### config.mk
export PLATFORM = sky130hd
export DESIGN_NAME = lru_cache_with_hot_window_unit
export DESIGN_NICKNAME = d
export VERILOG_FILES = /design/src/sv/lruhw_pkg.sv /design/src/sv/lruhw_mem.sv /design/src/sv/lruhw_scan.sv /design/src/sv/lru_cache_with_hot_window_unit.sv
export SDC_FILE = /design/constraint.sdc
export NUM_CORES = 2
export LEC_CHECK = 0
export ABC_AREA = 0
export BUFFER_PORTS_ARGS = -buffer_cell sky130_fd_sc_hd__buf_2
export CAP_MARGIN = 20
export CORE_MARGIN = 2
export CORE_UTILIZATION = 67
export DETAILED_ROUTE_END_ITERATION = 8
export GPL_TIMING_DRIVEN = 0
export PLACE_DENSITY_LB_ADDON = 0.05
export SYNTH_ARGS = -nofsm -noshare
export SYNTH_HDL_FRONTEND = slang
export SYNTH_SLANG_ARGS = --single-unit
### constraint.sdc
create_clock -name clk -period 15.73 [get_ports clk]
set_clock_uncertainty 0.05 [all_clocks]
set_input_delay 0.7865 -clock clk [delete_from_list [all_inputs] [get_ports clk]]
set_output_delay 0.7865 -clock clk [all_outputs]
set_load 0.03 [all_outputs]
### src/sv/lruhw_pkg.sv
// Shared widths, reset values and result codes for the LRU cache with hot window.
package lruhw_pkg;

    localparam int KEY_W          = 24;
    localparam int TICK_W         = 32;
    localparam int HOT_W          = 16;
    localparam int STATUS_W       = 3;
    localparam int SLOT_W         = 5;
    localparam int PORT_HANDLE_W  = 16;

    localparam int NUM_ENTRIES_DEF = 32;
    localparam int HANDLE_BITS_DEF = 16;

    localparam logic [HOT_W-1:0] HOT_WINDOW_RESET = 16'd64;

    localparam logic KIND_LOOKUP = 1'b0;
    localparam logic KIND_INSERT = 1'b1;

    localparam logic [STATUS_W-1:0] ST_HIT      = 3'd0;
    localparam logic [STATUS_W-1:0] ST_FETCH    = 3'd1;
    localparam logic [STATUS_W-1:0] ST_PINNED   = 3'd2;
    localparam logic [STATUS_W-1:0] ST_INSERTED = 3'd3;
    localparam logic [STATUS_W-1:0] ST_DROPPED  = 3'd4;

    // Outcome of one full scan over the entry memory.
    typedef struct packed {
        logic hit;          // some valid entry carries the key
        logic victim_ok;    // some slot is replaceable
        logic victim_used;  // the chosen slot holds a valid entry
    } scan_flags_t;

endpackage

### src/sv/lruhw_mem.sv
// Entry memory: one write port, one registered read port.
module lruhw_mem #(
    parameter int DEPTH = 32,
    parameter int WIDTH = 72
) (
    input  logic                     clk,
    input  logic                     we,
    input  logic [$clog2(DEPTH)-1:0] waddr,
    input  logic [WIDTH-1:0]         wdata,
    input  logic                     re,
    input  logic [$clog2(DEPTH)-1:0] raddr,
    output logic [WIDTH-1:0]         rdata
);

    logic [WIDTH-1:0] mem [DEPTH];
    logic [WIDTH-1:0] rdata_reg;

    always_ff @(posedge clk)
    begin
        if (we)
        begin
            mem[waddr] <= wdata;
        end
    end

    always_ff @(posedge clk)
    begin
        if (re)
        begin
            rdata_reg <= mem[raddr];
        end
    end

    assign rdata = rdata_reg;

endmodule

### src/sv/lruhw_scan.sv
// Scan accumulator: first key match, first empty slot and oldest replaceable entry.
module lruhw_scan #(
    parameter int NUM_ENTRIES = 32,
    parameter int HANDLE_BITS = 16
) (
    input  logic                                       clk,
    input  logic                                       rst_n,
    input  logic                                       start,
    input  logic                                       rd_valid,
    input  logic [$clog2(NUM_ENTRIES)-1:0]             rd_idx,
    input  logic [lruhw_pkg::KEY_W+HANDLE_BITS+lruhw_pkg::TICK_W-1:0] rd_word,
    input  logic                                       ent_valid,
    input  logic [lruhw_pkg::KEY_W-1:0]                key_q,
    input  logic [lruhw_pkg::TICK_W-1:0]               tick_q,
    input  logic [lruhw_pkg::HOT_W-1:0]                hot_window,
    output lruhw_pkg::scan_flags_t                     flags,
    output logic [$clog2(NUM_ENTRIES)-1:0]             hit_idx,
    output logic [HANDLE_BITS-1:0]                     hit_handle,
    output logic [$clog2(NUM_ENTRIES)-1:0]             victim_idx,
    output logic [HANDLE_BITS-1:0]                     victim_handle
);
    import lruhw_pkg::*;

    localparam int IDX_W = $clog2(NUM_ENTRIES);

    logic [KEY_W-1:0]       rd_key;
    logic [HANDLE_BITS-1:0] rd_handle;
    logic [TICK_W-1:0]      rd_last;
    logic [TICK_W-1:0]      free_at;
    logic                   cold;

    logic                   hit_reg, hit_next;
    logic [IDX_W-1:0]       hit_idx_reg, hit_idx_next;
    logic [HANDLE_BITS-1:0] hit_handle_reg, hit_handle_next;
    logic                   empty_reg, empty_next;
    logic [IDX_W-1:0]       empty_idx_reg, empty_idx_next;
    logic                   best_reg, best_next;
    logic [IDX_W-1:0]       best_idx_reg, best_idx_next;
    logic [HANDLE_BITS-1:0] best_handle_reg, best_handle_next;
    logic [TICK_W-1:0]      oldest_reg, oldest_next;

    assign {rd_key, rd_handle, rd_last} = rd_word;
    assign free_at = rd_last + TICK_W'(hot_window);
    assign cold    = (free_at <= tick_q);

    always_comb
    begin
        hit_next         = hit_reg;
        hit_idx_next     = hit_idx_reg;
        hit_handle_next  = hit_handle_reg;
        empty_next       = empty_reg;
        empty_idx_next   = empty_idx_reg;
        best_next        = best_reg;
        best_idx_next    = best_idx_reg;
        best_handle_next = best_handle_reg;
        oldest_next      = oldest_reg;
        if (start)
        begin
            hit_next   = 1'b0;
            empty_next = 1'b0;
            best_next  = 1'b0;
        end
        else if (rd_valid)
        begin
            // keep the lowest matching slot
            if (ent_valid && !hit_reg && rd_key == key_q)
            begin
                hit_next        = 1'b1;
                hit_idx_next    = rd_idx;
                hit_handle_next = rd_handle;
            end
            if (!ent_valid)
            begin
                if (!empty_reg)
                begin
                    empty_next     = 1'b1;
                    empty_idx_next = rd_idx;
                end
            end
            else if (cold && (!best_reg || rd_last < oldest_reg))
            begin
                best_next        = 1'b1;
                best_idx_next    = rd_idx;
                best_handle_next = rd_handle;
                oldest_next      = rd_last;
            end
        end
    end

    always_ff @(posedge clk or negedge rst_n)
    begin
        if (!rst_n)
        begin
            hit_reg   <= 1'b0;
            empty_reg <= 1'b0;
            best_reg  <= 1'b0;
        end
        else
        begin
            hit_reg   <= hit_next;
            empty_reg <= empty_next;
            best_reg  <= best_next;
        end
    end

    always_ff @(posedge clk)
    begin
        hit_idx_reg     <= hit_idx_next;
        hit_handle_reg  <= hit_handle_next;
        empty_idx_reg   <= empty_idx_next;
        best_idx_reg    <= best_idx_next;
        best_handle_reg <= best_handle_next;
        oldest_reg      <= oldest_next;
    end

    // an empty slot always wins over an aged one
    assign flags.hit         = hit_reg;
    assign flags.victim_ok   = empty_reg || best_reg;
    assign flags.victim_used = !empty_reg && best_reg;
    assign hit_idx           = hit_idx_reg;
    assign hit_handle        = hit_handle_reg;
    assign victim_idx        = empty_reg ? empty_idx_reg : best_idx_reg;
    assign victim_handle     = best_handle_reg;

endmodule

### src/sv/lru_cache_with_hot_window_unit.sv
// Each accepted transaction runs through S_SCAN, S_WAIT and S_DONE before its result shows on rsp_valid.
// Transactions do not overlap: req_stall holds off a new one until S_IDLE, since the
//   single read port of the entry memory is swept once per transaction.
// Reset: all entries invalid, tick and generation zero, hot_window 64; no clearing pass,
//   the block can take a transaction straight after reset.
module lru_cache_with_hot_window_unit #(
    parameter int NUM_ENTRIES = lruhw_pkg::NUM_ENTRIES_DEF,
    parameter int HANDLE_BITS = lruhw_pkg::HANDLE_BITS_DEF
) (
    input  logic                                  clk,
    input  logic                                  rst_n,
    // configuration
    input  logic                                  hot_window_we,
    input  logic [lruhw_pkg::HOT_W-1:0]           hot_window,
    // request channel
    input  logic                                  req_valid,
    output logic                                  req_stall,
    input  logic                                  kind,
    input  logic [lruhw_pkg::KEY_W-1:0]           key,
    input  logic [lruhw_pkg::PORT_HANDLE_W-1:0]   handle,
    // response channel
    output logic                                  rsp_valid,
    input  logic                                  rsp_stall,
    output logic [lruhw_pkg::STATUS_W-1:0]        status,
    output logic [lruhw_pkg::SLOT_W-1:0]          slot,
    output logic [lruhw_pkg::PORT_HANDLE_W-1:0]   entry_handle,
    output logic                                  evicted,
    output logic [lruhw_pkg::PORT_HANDLE_W-1:0]   evicted_handle,
    output logic [lruhw_pkg::TICK_W-1:0]          generation
);
    import lruhw_pkg::*;

    localparam int IDX_W  = $clog2(NUM_ENTRIES);
    localparam int WORD_W = KEY_W + HANDLE_BITS + TICK_W;
    localparam logic [IDX_W-1:0] LAST_IDX = IDX_W'(NUM_ENTRIES - 1);

    typedef enum logic [1:0] {
        S_IDLE,
        S_SCAN,
        S_WAIT,
        S_DONE
    } state_t;

    state_t state_reg, state_next;

    // control and architectural state
    logic [NUM_ENTRIES-1:0] valid_reg, valid_next;
    logic [TICK_W-1:0]      tick_reg, tick_next;
    logic [TICK_W-1:0]      gen_reg, gen_next;
    logic [HOT_W-1:0]       hot_reg, hot_next;
    logic [IDX_W-1:0]       addr_reg, addr_next;
    logic                   rd_valid_reg, rd_valid_next;
    logic [IDX_W-1:0]       rd_idx_reg, rd_idx_next;

    // captured transaction
    logic                   kind_reg, kind_next;
    logic [KEY_W-1:0]       key_reg, key_next;
    logic [HANDLE_BITS-1:0] handle_reg, handle_next;

    // response register
    logic                     rsp_valid_reg, rsp_valid_next;
    logic [STATUS_W-1:0]      status_reg, status_next;
    logic [SLOT_W-1:0]        slot_reg, slot_next;
    logic [PORT_HANDLE_W-1:0] ent_handle_reg, ent_handle_next;
    logic                     evicted_reg, evicted_next;
    logic [PORT_HANDLE_W-1:0] ev_handle_reg, ev_handle_next;

    // memory and scan hookup
    logic                   accept;
    logic                   rsp_free;
    logic                   mem_we;
    logic [IDX_W-1:0]       mem_waddr;
    logic [WORD_W-1:0]      mem_wdata;
    logic                   mem_re;
    logic [WORD_W-1:0]      mem_rdata;
    scan_flags_t            flags;
    logic [IDX_W-1:0]       hit_idx;
    logic [HANDLE_BITS-1:0] hit_handle;
    logic [IDX_W-1:0]       victim_idx;
    logic [HANDLE_BITS-1:0] victim_handle;

    assign accept   = req_valid && !req_stall;
    assign rsp_free = !rsp_valid_reg || !rsp_stall;
    assign mem_re   = (state_reg == S_SCAN);

    lruhw_mem #(
        .DEPTH (NUM_ENTRIES),
        .WIDTH (WORD_W)
    ) u_mem (
        .clk   (clk),
        .we    (mem_we),
        .waddr (mem_waddr),
        .wdata (mem_wdata),
        .re    (mem_re),
        .raddr (addr_reg),
        .rdata (mem_rdata)
    );

    lruhw_scan #(
        .NUM_ENTRIES (NUM_ENTRIES),
        .HANDLE_BITS (HANDLE_BITS)
    ) u_scan (
        .clk           (clk),
        .rst_n         (rst_n),
        .start         (accept),
        .rd_valid      (rd_valid_reg),
        .rd_idx        (rd_idx_reg),
        .rd_word       (mem_rdata),
        .ent_valid     (valid_reg[rd_idx_reg]),
        .key_q         (key_reg),
        .tick_q        (tick_reg),
        .hot_window    (hot_reg),
        .flags         (flags),
        .hit_idx       (hit_idx),
        .hit_handle    (hit_handle),
        .victim_idx    (victim_idx),
        .victim_handle (victim_handle)
    );

    always_comb
    begin
        state_next      = state_reg;
        valid_next      = valid_reg;
        tick_next       = tick_reg;
        gen_next        = gen_reg;
        hot_next        = hot_reg;
        addr_next       = addr_reg;
        rd_valid_next   = 1'b0;
        rd_idx_next     = addr_reg;
        kind_next       = kind_reg;
        key_next        = key_reg;
        handle_next     = handle_reg;
        rsp_valid_next  = rsp_valid_reg && rsp_stall;
        status_next     = status_reg;
        slot_next       = slot_reg;
        ent_handle_next = ent_handle_reg;
        evicted_next    = evicted_reg;
        ev_handle_next  = ev_handle_reg;
        mem_we          = 1'b0;
        mem_waddr       = hit_idx;
        mem_wdata       = {key_reg, hit_handle, tick_reg};
        req_stall       = (state_reg != S_IDLE);

        if (hot_window_we)
        begin
            hot_next = hot_window;
        end

        case (state_reg)
            S_IDLE:
            begin
                if (req_valid)
                begin
                    // capture the transaction; a lookup advances the tick up front
                    kind_next   = kind;
                    key_next    = key;
                    handle_next = HANDLE_BITS'(handle);
                    addr_next   = '0;
                    if (kind == KIND_LOOKUP)
                    begin
                        tick_next = tick_reg + 1'b1;
                    end
                    state_next = S_SCAN;
                end
            end
            S_SCAN:
            begin
                // issue one read per cycle; data comes back from the registered read port on the next cycle
                rd_valid_next = 1'b1;
                if (addr_reg == LAST_IDX)
                begin
                    state_next = S_WAIT;
                end
                else
                begin
                    addr_next = addr_reg + 1'b1;
                end
            end
            S_WAIT:
            begin
                // last entry is being folded into the scan this cycle
                state_next = S_DONE;
            end
            S_DONE:
            begin
                if (rsp_free)
                begin
                    rsp_valid_next  = 1'b1;
                    slot_next       = '0;
                    ent_handle_next = '0;
                    evicted_next    = 1'b0;
                    ev_handle_next  = '0;
                    if (kind_reg == KIND_LOOKUP)
                    begin
                        if (flags.hit)
                        begin
                            // refresh last use of the hit entry
                            mem_we          = 1'b1;
                            status_next     = ST_HIT;
                            slot_next       = SLOT_W'(hit_idx);
                            ent_handle_next = PORT_HANDLE_W'(hit_handle);
                        end
                        else if (flags.victim_ok)
                        begin
                            status_next = ST_FETCH;
                        end
                        else
                        begin
                            status_next = ST_PINNED;
                        end
                    end
                    else if (flags.victim_ok)
                    begin
                        mem_we                 = 1'b1;
                        mem_waddr              = victim_idx;
                        mem_wdata              = {key_reg, handle_reg, tick_reg};
                        valid_next[victim_idx] = 1'b1;
                        gen_next               = gen_reg + 1'b1;
                        status_next            = ST_INSERTED;
                        slot_next              = SLOT_W'(victim_idx);
                        if (flags.victim_used)
                        begin
                            evicted_next   = 1'b1;
                            ev_handle_next = PORT_HANDLE_W'(victim_handle);
                        end
                    end
                    else
                    begin
                        status_next = ST_DROPPED;
                    end
                    state_next = S_IDLE;
                end
            end
            default:
            begin
                state_next = S_IDLE;
            end
        endcase
    end

    always_ff @(posedge clk or negedge rst_n)
    begin
        if (!rst_n)
        begin
            state_reg      <= S_IDLE;
            valid_reg      <= '0;
            tick_reg       <= '0;
            gen_reg        <= '0;
            hot_reg        <= HOT_WINDOW_RESET;
            addr_reg       <= '0;
            rd_valid_reg   <= 1'b0;
            rsp_valid_reg  <= 1'b0;
            status_reg     <= ST_HIT;
            slot_reg       <= '0;
            ent_handle_reg <= '0;
            evicted_reg    <= 1'b0;
            ev_handle_reg  <= '0;
        end
        else
        begin
            state_reg      <= state_next;
            valid_reg      <= valid_next;
            tick_reg       <= tick_next;
            gen_reg        <= gen_next;
            hot_reg        <= hot_next;
            addr_reg       <= addr_next;
            rd_valid_reg   <= rd_valid_next;
            rsp_valid_reg  <= rsp_valid_next;
            status_reg     <= status_next;
            slot_reg       <= slot_next;
            ent_handle_reg <= ent_handle_next;
            evicted_reg    <= evicted_next;
            ev_handle_reg  <= ev_handle_next;
        end
    end

    // payload registers, no reset
    always_ff @(posedge clk)
    begin
        rd_idx_reg     <= rd_idx_next;
        kind_reg       <= kind_next;
        key_reg        <= key_next;
        handle_reg     <= handle_next;
    end

    assign rsp_valid      = rsp_valid_reg;
    assign status         = status_reg;
    assign slot           = slot_reg;
    assign entry_handle   = ent_handle_reg;
    assign evicted        = evicted_reg;
    assign evicted_handle = ev_handle_reg;
    assign generation     = gen_reg;

endmodule
==> results.py <==
metrics = {
    "run_status": {
        "status": "finished with violations",
        "violations": "DRC",
    },
    "synthesis": {
        "synth_seq_cells": 2666,
        "synth_area_leaders": "edfxtp_1, mux4_2, dfrtp_1, mux2_2, ha_1",
        "synth_top_area_frac": 0.727,
        "avgSynthCellArea_sq_um": 22.7,
        "synth_area_leader_cell": "edfxtp_1",
        "ys.flop_type": "edfxtp_1",
        "syn-cell-area_sq_mm": 0.103,
        "ys_types": 66,
        "ys_seq_area_frac": 0.768,
        "ys_warn_count": 0,
        "syn_inst": 4541,
        "synth.net_count": 4692,
        "async_flop_share": 0.0619,
        "synth_edf_count": 2496,
    },
    "pwr": {
        "leakage_nw": 38.5,
        "seq_power_share": 0.441,
        "switching_power_mw": 5.31,
        "p_int_mw": 13.7,
        "irDropWorstVdd_v": 0.000130,
        "p_comb_frac": 0.228,
        "p_sw_frac": 0.280,
        "p_clk_frac": 0.331,
        "power_density_mw_per_mm2": 159,
    },
    "floorplan": {
        "die-area_sq_mm": 0.157,
        "core_region_area_sq_mm": 0.152,
        "die_width_um": 396,
        "die_y_um": 396,
        "pin_count": 137,
        "start_util": 0.677,
        "row_count": 143,
    },
    "cells_and_area": {
        "area_growth_pct": 15.7,
        "post-route-cell-area_sq_mm": 0.119,
        "post-route-util": 0.783,
        "nNetsFinal": 5325,
        "post_route_cells_drive_above_1_share": 0.299,
        "mostFrequentLayoutCells": "edfxtp_1, mux4_2, clkbuf_16",
        "largest_register_ffs": 2304,
        "final_common_cell": "edfxtp_1",
    },
    "clocking": {
        "post-cts-setup-buffer-count": 0,
        "ctsHtreeMaxLevel": 5,
        "cts_root_buf": "clkbuf_16",
        "clock_path_buffers": 4,
        "numCtsBuffers": 280,
        "clk_latency_ns": 0.91,
        "hold_buffers": 35,
        "tritoncts": "yes",
        "cts.repair.resized": 0,
        "clk_pin_slew_worst_paths_ns": 0.06,
        "cts_sinks": 2666,
    },
    "critical_path": {
        "path_class": "flop to flop",
        "endpoint_kind": "flop",
        "cp.required_ns": 16.28,
        "arrival_ns": 7.57,
        "crit_fanout": 16,
        "critPathLaunchType": "flop",
    },
    "timing": {
        "maxSlewHeadroom": 0.151,
        "fin_crit_sh": 0.446,
        "final-setup-viol-count": 0,
        "rsz0062_at_grt": "false",
        "hold_viol": 0,
        "max_freq_mhz": 142,
        "period_minus_slack_ns": 7.02,
        "setup_tns_ns": 0,
        "worstMarginPinSlew_ns": 1.27,
        "drv_slew": 0,
        "setup_ws_ns": 8.71,
    },
    "place": {
        "gp_congestion": 0.836,
        "placed_cell_area_sq_mm": 0.110,
        "portBuffers": 135,
        "dpl.hpwl_mm": 163,
        "dp_slack_ns": 8.84,
    },
    "routing": {
        "vias": 52363,
        "wl_mm": 271,
        "viasPerCell": 7.07,
        "route.detailed.drc": 1,
        "detail_route.wl_per_cell_um": 36.6,
        "first_iter_violations": 7534,
        "dr.pass1.iters": 8,
        "antenna_left": 0,
    },
    "grt": {
        "grt_pass1_wl_mm": 384,
        "grt_max_degree": 85,
        "grt_antenna_before_repair": 17,
        "grt_overflow_total": 0,
        "grt_pass1_vias": 53240,
        "gr-usage-all-layers": 0.351,
    },
    "min_path": {
        "min_path_type": "primary input to flop",
    },
    "flow_run": {
        "drv_cap": 0,
    },
}
-- per-layer routing --
metal / track usage / share of wire
met1: 0.468 / 0.35
met3: 0.0727 / 0.10
met4: 0.144 / 0.044
met2: 0.579 / 0.51
met5: 0 / 0.00047
-- worst max-delay path, stage by stage (launching register included) --
cell and delay [ns]:
dfrtp_1 0.39, ha_1 0.21, inv_1 0.07, fa_1 0.39
nand2b_1 0.18, a21oi_1 0.26, o2111a_1 0.32, a311oi_1 0.17
a21oi_1 0.89, nand2_1 0.23, xnor2_1 0.19, ha_1 0.33
nand4_1 0.21, inv_1 0.09, a221oi_1 0.59, and3_1 0.33
nand3_1 0.19, a31o_1 0.31, a211oi_4 0.79, buf_8 0.28
buf_8 0.22
-- cells by family (layout without fill, tap and decap cells) --
| kind of cell | count (synthesis) | count (layout) | synth area share |
|---|---|---|---|
| other | 0 | 2 | 0 |
| muxes | 846 | 846 | 0.172 |
| xor gates and xnor gates | 116 | 116 | 0.00985 |
| DFF | 2666 | 2666 | 0.768 |
| buffers and inverters | 276 | 1105 | 0.0111 |
| adders and majority gates | 89 | 89 | 0.0109 |
| and+or+nand+nor | 347 | 347 | 0.0162 |
| AOI/OAI and AO/OA | 201 | 201 | 0.0129 |
-- final timing paths --
kind,depth (start not counted),start,end,slack (ns)
worst min register to register,0,addr_reg[2],rd_idx_reg[2],0.29
worst max register to register,20,hot_reg[0],u_scan.victim_handle[8],8.71
worst min-delay path,1,handle[14],handle_reg[14],0.03
worst max-delay path,20,hot_reg[0],u_scan.victim_handle[8],8.71
max in group asynchronous,3,rst_n,status[1],14.26
min in group asynchronous,2,rst_n,hot_reg[5],0.41
-- cells in the mapped netlist, types with 3 or more instances --
master,instances
inv_1,77
a221oi_1,3
and3_1,19
nand3_1,45
dfxtp_1,5
a41o_1,5
xor2_1,28
nor3_1,20
o21bai_1,4
buf_1,27
dfrtp_1,164
mux2i_1,11
a22o_1,17
nor2_1,79
clkbuf_1,120
a211oi_1,3
nand2_1,111
edfxtp_1,2496
o211ai_1,3
ha_1,88
nand2b_1,8
and4_1,7
and2_1,5
mux2_2,108
xnor2_1,88
o21ai_0,25
a21o_1,48
buf_6,5
buf_4,4
o21ai_1,24
nand4_1,23
a21oi_1,45
buf_2,42
nor4_1,9
nand3b_1,5
a22oi_1,3
nor2b_1,6
mux4_2,724
o21a_1,4
-- layout make-up --
type                       instances  area [sq um]
antenna                            2          5.00
buffer                           198           856
clock buffer                     378          7760
clock inverter                   100           828
fill                            7446         33100
inverter                          78           293
multi-input combinational       1599         23100
sequential                      2666         79200
tap                             2030          2540
timing repair buffer             351          4740
-- power groups by stage --
stage	Clock, mW	Sequential [mW]	Combinational [mW]
floorplan	0	8.47	2.68
global placement	0	8.54	3.98
detailed placement	0	8.52	4.17
CTS	6.32	8.38	4.25
global route	6.59	8.39	4.53
finish	6.29	8.37	4.33
-- metrics by stage --
| stage | cells | hold slack, ns | power, mW |
|---|---|---|---|
| after global routing | 7400 | 0.00780 | 19.5 |
| after floorplan | 4541 | 0.295 | 11.2 |
| final | 7402 | 0.0304 | 19.0 |
| after global placement | 6706 | 0.306 | 12.5 |
| after detailed placement | 6848 | 0.302 | 12.7 |
| after CTS | 7361 | 0.00260 | 19.0 |
Note: power is estimated with default switching activity, not from simulation.
